File: src/hdl/bda_pkg.sv
// ----------------------------------------------------------------------------
// bda_pkg
// shared constants and controller/datapath interface types for the
// binary to decimal ascii converter
// ----------------------------------------------------------------------------
`default_nettype none

package bda_pkg;

    localparam int DEF_VALUE_BITS = 32;

    localparam logic [5:0] ASCII_ZERO = 6'd48;

    typedef struct packed {
        logic load;
        logic conv;
        logic skip;
        logic emit;
    } t_bda_cmd;

    typedef struct packed {
        logic bit_done;
        logic top_zero;
        logic one_left;
    } t_bda_status;

endpackage

`default_nettype wire

File: src/hdl/binary_to_decimal_ascii.sv
// ----------------------------------------------------------------------------
// binary_to_decimal_ascii
// converts an unsigned binary value to ascii decimal digits, most
// significant first, leading zeros suppressed
// ----------------------------------------------------------------------------
//
//  channel   signals                          handshake
//  request   i_value                          start && !busy
//  digit     o_digit_char, o_last_digit       o_valid, one cycle each
//
//  busy is registered and stays high while a request is converted, so a new
//  request is taken only after busy drops. busy covers the shift-add-3 loop,
//  one input bit a cycle, and the digit scan, one decimal position a cycle
//  (skipped zero or emitted digit). digits of one request come out in
//  consecutive cycles, the last registered as busy drops. the digit sink
//  cannot stall.
//  reset is synchronous, active low, and clears the sequencer and strobe.
//
// ----------------------------------------------------------------------------
`default_nettype none

module binary_to_decimal_ascii #(
    parameter int VALUE_BITS = bda_pkg::DEF_VALUE_BITS
) (
    input  wire                  i_clk,
    input  wire                  i_rst_n,
    input  wire                  start,
    output logic                 busy,
    input  wire [VALUE_BITS-1:0] i_value,
    output logic                 o_valid,
    output logic [5:0]           o_digit_char,
    output logic                 o_last_digit
);
    import bda_pkg::*;

    // decimal digits needed for VALUE_BITS bits
    localparam int DIGITS = (VALUE_BITS * 30103) / 100000 + 1;

    t_bda_cmd    w_cmd;
    t_bda_status w_status;

    bda_ctrl u_ctrl (
        .i_clk    (i_clk),
        .i_rst_n  (i_rst_n),
        .start    (start),
        .busy     (busy),
        .i_status (w_status),
        .o_cmd    (w_cmd)
    );

    bda_datapath #(
        .VALUE_BITS (VALUE_BITS),
        .DIGITS     (DIGITS)
    ) u_dp (
        .i_clk        (i_clk),
        .i_rst_n      (i_rst_n),
        .i_value      (i_value),
        .i_cmd        (w_cmd),
        .o_status     (w_status),
        .o_valid      (o_valid),
        .o_digit_char (o_digit_char),
        .o_last_digit (o_last_digit)
    );

endmodule

`default_nettype wire

File: src/hdl/bda_ctrl.sv
// ----------------------------------------------------------------------------
// bda_ctrl
// sequencer: load, shift-add-3 conversion, leading zero skip, digit emit
// ----------------------------------------------------------------------------
`default_nettype none

module bda_ctrl (
    input  wire                  i_clk,
    input  wire                  i_rst_n,
    input  wire                  start,
    output logic                 busy,
    input  bda_pkg::t_bda_status i_status,
    output bda_pkg::t_bda_cmd    o_cmd
);
    import bda_pkg::*;

    typedef enum logic [1:0] {
        ST_IDLE,
        ST_CONV,
        ST_SKIP,
        ST_EMIT
    } t_state;

    t_state   r_state, n_state;
    logic     r_busy, n_busy;
    t_bda_cmd w_cmd;

    always_comb begin
        n_state = r_state;
        n_busy  = r_busy;
        w_cmd   = '0;
        case (r_state)
            ST_IDLE: begin
                if (start) begin
                    w_cmd.load = 1'b1;
                    n_state    = ST_CONV;
                    n_busy     = 1'b1;
                end
            end
            ST_CONV: begin
                w_cmd.conv = 1'b1;
                if (i_status.bit_done) begin
                    n_state = ST_SKIP;
                end
            end
            ST_SKIP: begin
                if (i_status.top_zero && !i_status.one_left) begin
                    w_cmd.skip = 1'b1;
                end else begin
                    w_cmd.emit = 1'b1;
                    if (i_status.one_left) begin
                        n_state = ST_IDLE;
                        n_busy  = 1'b0;
                    end else begin
                        n_state = ST_EMIT;
                    end
                end
            end
            ST_EMIT: begin
                w_cmd.emit = 1'b1;
                if (i_status.one_left) begin
                    n_state = ST_IDLE;
                    n_busy  = 1'b0;
                end
            end
            default: begin
                n_state = ST_IDLE;
                n_busy  = 1'b0;
            end
        endcase
    end

    always_ff @(posedge i_clk) begin
        if (!i_rst_n) begin
            r_state <= ST_IDLE;
            r_busy  <= 1'b0;
        end else begin
            r_state <= n_state;
            r_busy  <= n_busy;
        end
    end

    assign busy  = r_busy;
    assign o_cmd = w_cmd;

endmodule

`default_nettype wire

File: src/hdl/bda_datapath.sv
// ----------------------------------------------------------------------------
// bda_datapath
// binary shift register, bcd digit register with add-3 correction,
// counters and the registered character output
// ----------------------------------------------------------------------------
`default_nettype none

module bda_datapath #(
    parameter int VALUE_BITS = bda_pkg::DEF_VALUE_BITS,
    parameter int DIGITS     = 10
) (
    input  wire                   i_clk,
    input  wire                   i_rst_n,
    input  wire [VALUE_BITS-1:0]  i_value,
    input  bda_pkg::t_bda_cmd     i_cmd,
    output bda_pkg::t_bda_status  o_status,
    output logic                  o_valid,
    output logic [5:0]            o_digit_char,
    output logic                  o_last_digit
);
    import bda_pkg::*;

    localparam int BCD_W  = DIGITS * 4;
    localparam int BIT_CW = $clog2(VALUE_BITS);
    localparam int DIG_CW = $clog2(DIGITS + 1);

    logic [VALUE_BITS-1:0] r_shift;
    logic [BCD_W-1:0]      r_bcd;
    logic [BCD_W-1:0]      w_adj;
    logic [BIT_CW-1:0]     r_bit;
    logic [DIG_CW-1:0]     r_cnt;
    logic [3:0]            w_top;
    logic                  r_valid;
    logic [5:0]            r_char;
    logic                  r_last;

    assign w_top = r_bcd[BCD_W-1 -: 4];

    // add 3 to every digit of 5 or more before the shift
    always_comb begin
        for (int i = 0; i < DIGITS; i++) begin
            if (r_bcd[i*4 +: 4] >= 4'd5) begin
                w_adj[i*4 +: 4] = r_bcd[i*4 +: 4] + 4'd3;
            end else begin
                w_adj[i*4 +: 4] = r_bcd[i*4 +: 4];
            end
        end
    end

    always_ff @(posedge i_clk) begin
        if (!i_rst_n) begin
            r_shift <= '0;
            r_bit   <= '0;
            r_cnt   <= '0;
            r_valid <= 1'b0;
        end else begin
            r_valid <= i_cmd.emit;
            if (i_cmd.load) begin
                r_shift <= i_value;
                r_bcd   <= '0;
                r_bit   <= '0;
                r_cnt   <= DIG_CW'(DIGITS);
            end
            if (i_cmd.conv) begin
                r_bcd   <= {w_adj[BCD_W-2:0], r_shift[VALUE_BITS-1]};
                r_shift <= {r_shift[VALUE_BITS-2:0], 1'b0};
                r_bit   <= r_bit + 1'b1;
            end
            if (i_cmd.skip || i_cmd.emit) begin
                r_bcd <= {r_bcd[BCD_W-5:0], 4'd0};
                r_cnt <= r_cnt - 1'b1;
            end
            if (i_cmd.emit) begin
                r_char <= ASCII_ZERO + {2'b00, w_top};
                r_last <= (r_cnt == DIG_CW'(1));
            end
        end
    end

    assign o_status.bit_done = (r_bit == BIT_CW'(VALUE_BITS - 1));
    assign o_status.top_zero = (w_top == 4'd0);
    assign o_status.one_left = (r_cnt == DIG_CW'(1));

    assign o_valid      = r_valid;
    assign o_digit_char = r_char;
    assign o_last_digit = r_last;

endmodule

`default_nettype wire

File: config.mk
export PLATFORM = sky130hd
export DESIGN_NAME = binary_to_decimal_ascii
export DESIGN_NICKNAME = d
export VERILOG_FILES = /design/src/hdl/bda_pkg.sv /design/src/hdl/binary_to_decimal_ascii.sv /design/src/hdl/bda_ctrl.sv /design/src/hdl/bda_datapath.sv
export SDC_FILE = /design/constraint.sdc
export NUM_CORES = 1
export LEC_CHECK = 0
export ABC_AREA = 1
export ABC_CLOCK_PERIOD_IN_PS = 6000
export BUFFER_PORTS_ARGS = -buffer_cell sky130_fd_sc_hd__buf_2
export CORE_MARGIN = 1.5
export CORE_UTILIZATION = 63
export CTS_CLUSTER_SIZE = 12
export DETAILED_ROUTE_END_ITERATION = 8
export PLACE_DENSITY = 0.84
export SYNTH_ARGS = -nofsm -noshare
export SYNTH_HDL_FRONTEND = slang
export SYNTH_SLANG_ARGS = --single-unit
File: constraint.sdc
create_clock -name i_clk -period 6 [get_ports i_clk]
set_clock_uncertainty 0.1 [all_clocks]
set_input_delay 1.2 -clock i_clk [delete_from_list [all_inputs] [get_ports i_clk]]
set_output_delay 1.2 -clock i_clk [all_outputs]
set_load 0.05 [all_outputs]
# == Yosys cells after proc, flatten, opt, wreduce, memory -nomap -nowiden ==
# Index checks and enable logic that the tools add are counted.
# word_totals
register_bits,92
input_bits,35
elab_cells,94
# classes
add_sub_neg,13
order_cmp,10
n_eq_ne,9
muxes,36
n_bitwise,1
reduce_logical,14
# op_table
operator,count
$mux W40,3
$mux W32,2
$mux W4,11
$ge A4 B3 Y1 const B,10
$add A4 B2 Y4 const B,9
$mux W2,5
$mux W5,2
$mux W1,9
$pmux W2 S4,1
$add A5 B5 Y6 const A,1
$reduce_bool A3 Y1,2
$add A5 B1 Y5 const B,1
$eq A5 B5 Y1 const B,1
$eq A2 B2 Y1 const B,2
$eq A4 B1 Y1 const B,1
$logic_not A4 Y1,1
$ne A2 B1 Y1 const B,2
$ne A2 B2 Y1 const B,2
$reduce_and A2 Y1,2
$reduce_and A4 Y1,1
$reduce_bool A2 Y1,2
$sub A4 B1 Y4 const B,1
$add A3 B2 Y3 const B,1
$mux W3,1
other kinds (10),10

# == Depth between registers and ports, before layout ==
# logic_depth
word_depth,8
mapped_depth,10

# == Hierarchy ==
# Synthesis repeated with hierarchy kept, for this count alone.
# unflattened
hier_cells,699
hier_area_um2,5099.9
# modules_own_cells
mod,instances,cells_per_inst,area_per_inst_um2,seq_area_each_um2
bda_datapath,1,655,4865.9,2192.1
bda_ctrl,1,44,234.0,60.1

# == Least setup slack after synthesis ==
# Ideal clock, no wire load.
# synth_path
path_kind,input -> register
from,input i_rst_n
to,"register u_dp.r_bcd[0], enable pin"
setup_ps,451
arrival_time_ps,3435
path_slack_ps,2015
stages,3
n_path_buf,1
path_cell_list,inv_1 clkbuf_1 a21oi_1
# synth_between
elab_chain_len,1
# synth_rtl
item,line_no,source
"start, declared",binary_to_decimal_ascii.sv:26,"input wire i_rst_n,"
$reduce_and A2 Y1 (no source line),--,
"end signal, assigned",bda_datapath.sv:65,"r_bcd <= {w_adj[BCD_W-2:0], r_shift[VALUE_BITS-1]};"
"end signal, assigned",bda_datapath.sv:70,"r_bcd <= {r_bcd[BCD_W-5:0], 4'd0};"
"end, declared",bda_datapath.sv:28,logic [BCD_W-1:0] r_bcd;
# No other way between the ends.
# A chain may end at the register's enable or synchronous reset.

# == Final worst setup path ==
# layout_path
from,register u_ctrl.r_state[1]
to,register u_dp.r_bcd[11] (data pin)
# layout_between
elab_chain_len,4
elab_cells_between_ends,9
classes_between,eq/ne: 3; mux: 5; reduce/logical: 1
# layout_rtl
item,line_no,source
"start, declared",bda_ctrl.sv:24,"t_state r_state, n_state;"
"start signal, assigned",bda_ctrl.sv:78,r_state <= n_state;
$eq A2 B2 Y1 / $eq A2 B1 Y1 (equally long branches),bda_ctrl.sv:32,case (r_state)
$pmux W1 S2 / $mux W1 (equally long branches),bda_ctrl.sv:32,
$logic_or A1 B1 Y1 / $mux W40 (equally long branches),"bda_datapath.sv:69, bda_datapath.sv:64",
$mux W40 (*),bda_datapath.sv:69,if (i_cmd.skip || i_cmd.emit) begin
# Mark *: on every way between the ends. The rest lies on a longest branch, timed or not.

==> results.toml <==
[outcome]
status = "complete, no violations"

[die]
dieHeight_microns = 89.58
die_area_sq_um = 8024
die_width_microns = 89.58
rows = 31
io_pins = 44
start_util_pct = 65.10
core-area_sq_um = 7253

[place]
hpwl_microns = 5972
gp_congestion = 0.8223
io_buffers = 41

[drt]
via_per_inst = 5.457
vias = 3842
post-route-drc-count = 0
drt-total-wl_microns = 9295
drtIter0Drc = 274
dr.pass1.iters = 5
wl_per_cell_microns = 13.20
final_antenna_net_count = 0

[power]
p_sw_share_pct = 34.69
p_sw_mw = 0.6100
p_int_mw = 1.148
total_leakage_power_nw = 2.148
cellPowerDensity_nw_per_um2 = 343.5
seq_power_share_pct = 47.4
peakVddDrop_mv = 0.1893
p_clk_share_pct = 25.2
comb_power_share_pct = 27.5

[hold_path]
holdPathStages = 2
hold_path.class = "register to register"
min_to = "u_dp.r_shift[23]$_SDFFE_PN0P_"
hold_start = "u_dp.r_shift[23]$_SDFFE_PN0P_"

[grt]
grt_first_pass_wirelength_microns = 15480
grt_pass1_vias = 3653
antenna_found_initial = 0
grt_start_max_net_pins = 69
grt-ovfl-total = 0
track_usage_pct = 24.76

[critical_path]
cpPeakStageDelay_ps = 770
critPathMaxFanout = 68
critPathLaunchType = "register"
worst-endpoint-arrival_ps = 2460
critPathBufInv = 1
crit_type = "register to register"
critPathCaptureType = "register"
required_ps = 6060
worst_r2r_path_depth = 5
regToRegSetupSlack_ps = 3600
critPathSlowestCell = "nor2_8"
path_delay_family = "simple AND/OR/NAND/NOR gates"
rr_startpoint = "u_ctrl.r_state[1]$_SDFFE_PN0P_"
crit_chain = "nor2_8 -> inv_1 -> nor2_1 -> nand2_1 -> o21ai_0"
rr_endpoint = "u_dp.r_bcd[11]$_DFFE_PP_"

[flow_run]
drv_cap = 0

[cts]
htree_levels = 3
root_buffer = "clkbuf_8"
cts_made_buffers = 9
clock_latency_ps = 360
clock_sinks = 90
post_cts_buffers = 0
clkTransAtPathRegs_ps = 100
clock_path_buffers = 2
cts-hold-fix-buffers = 0
cts_resized = 0
cts_tree = "built"

[cells_and_area]
final_common_cell = "nand2_1"
area_growth_pct = 8.426
fin_nets = 660
layout_common_cells = "nand2_1 (171), inv_1 (65), o21ai_0 (53)"
final_util_pct = 70.59
layout-drive-gt1-share_pct = 10.58
antenna_cells = 0
fillCellCount = 557

[yosys]
synth_cell_types = 28
syn-cell-area_sq_um = 4722
synth-seq-cells = 90
syn_inst = 570
syn_avg_cell_area_sq_um = 8.284
synth-seq-area-share_pct = 47.69
yosysWarnings = 0

[sta]
finalHoldViolCount = 0
maxSlewHeadroom_pct = 20.90
final.setup.tns_ps = 0
max_freq_ghz = 0.4166
drv_slew = 0
fin_crit_ps = 2401
worst_pin_slew_ps = 1185
rsz0062_at_grt = "no"
finalCritPeriodShare_pct = 40.01
setup_viol = 0
-- metal layers --
metal / vias up / wire [microns] / share of wire (%) / global-route usage [%]
met5: - / 0 / 0 / 0
met4: 0 / 131 / 1.4 / 10.91
met3: 9 / 404 / 4.3 / 4.296
met2: 107 / 4791 / 52 / 42.88
met1: 1778 / 3967 / 43 / 30.31
li1: 1948 / - / - / -
-- worst max path at each step --
stage                                         from                      endpoint  slack [ps]  cells past startpoint
floorplan                                  i_rst_n   u_dp.r_bcd[0]$_SDFFCE_PP0P_        2010                      3
global placement                             start  u_dp.r_shift[8]$_SDFFE_PN0P_        3490                      6
detailed placement                           start    u_dp.r_bit[3]$_SDFFE_PN0P_        3410                      6
CTS                 u_ctrl.r_state[1]$_SDFFE_PN0P_      u_dp.r_bcd[11]$_DFFE_PP_        3620                      5
global route        u_ctrl.r_state[1]$_SDFFE_PN0P_      u_dp.r_bcd[11]$_DFFE_PP_        3410                      5
finish              u_ctrl.r_state[1]$_SDFFE_PN0P_      u_dp.r_bcd[11]$_DFFE_PP_        3600                      5
-- power by group through the flow --
stage	Sequential [mW]	Combinational (mW)	Clock (mW)
floorplan	0.839	0.398	0
global placement	0.840	0.453	0
detailed placement	0.845	0.476	0
CTS	0.832	0.483	0.445
global route	0.845	0.551	0.468
finish	0.833	0.483	0.443
-- state kept, by name (all words and copies together) (netlist names) --
signal	count
u_ctrl.r_state	2
u_dp.r_shift	32
u_dp.r_bcd	40
u_dp.r_bit	5
u_dp.o_valid	1
u_ctrl.busy	1
u_dp.o_last_digit	1
u_dp.r_cnt	4
u_dp.o_digit_char	4
-- synth_stat cells, drive strengths merged --
library cell,instances,area (sq um)
clkbuf,6,22.52
xor2,10,87.58
nor3,1,5.000
o22ai,11,68.82
nor2,36,175.2
o211ai,8,60.06
nand3,16,80.08
nor4,1,6.260
a21oi,17,85.08
inv,67,251.5
nand4,3,18.77
buf,19,158.9
conb,1,3.750
nand2,172,653.1
a31oi,32,200.2
o211a,1,10.01
ha,25,312.8
o21ai,54,270.3
edfxtp,45,1351
dfxtp,45,900.9
-- layout make-up --
| type | count | area [sq um] | area share (%) |
|---|---|---|---|
| flip-flops and latches | 90 | 2252 | 43.99 |
| clock inverters | 2 | 13.76 | 0.2688 |
| inverters | 67 | 251.5 | 4.912 |
| multi-input cells | 389 | 2052 | 40.08 |
| clock buffers | 14 | 206.4 | 4.032 |
| well taps | 99 | 123.9 | 2.419 |
| repair buffers | 43 | 220.2 | 4.301 |
-- cell families after synthesis --
logic type | count (synthesis) | share of synthesized area (%)
xor+xnor | 10 | 1.855
flops | 90 | 47.69
buf+inv | 92 | 9.168
other cells | 1 | 0.07942
compound gates | 123 | 14.71
fa+ha+maj | 25 | 6.624
simple gates | 229 | 19.87
-- metrics by stage --
| stage | hold WS (ps) | worst slack, ps | power [mW] | instances | instance area (sq um) |
|---|---|---|---|---|---|
| 2_1_floorplan | 343.3 | 2015 | 1.237 | 571 | 4726 |
| 3_3_place_gp | 348.6 | 3487 | 1.293 | 688 | 4900 |
| 3_5_place_dp | 363.7 | 3409 | 1.321 | 688 | 4900 |
| 4_1_cts | 376.8 | 3623 | 1.761 | 704 | 5120 |
| 5_1_grt | 397.8 | 3408 | 1.864 | 704 | 5120 |
| 6_report | 379.3 | 3599 | 1.758 | 704 | 5120 |
-- worst min-delay path: stages (launching register included) --
cell and delay (ps):
dfxtp_1 320, nand2_1 60, a31oi_1 60
Note: power is estimated with default switching activity, not from simulation.
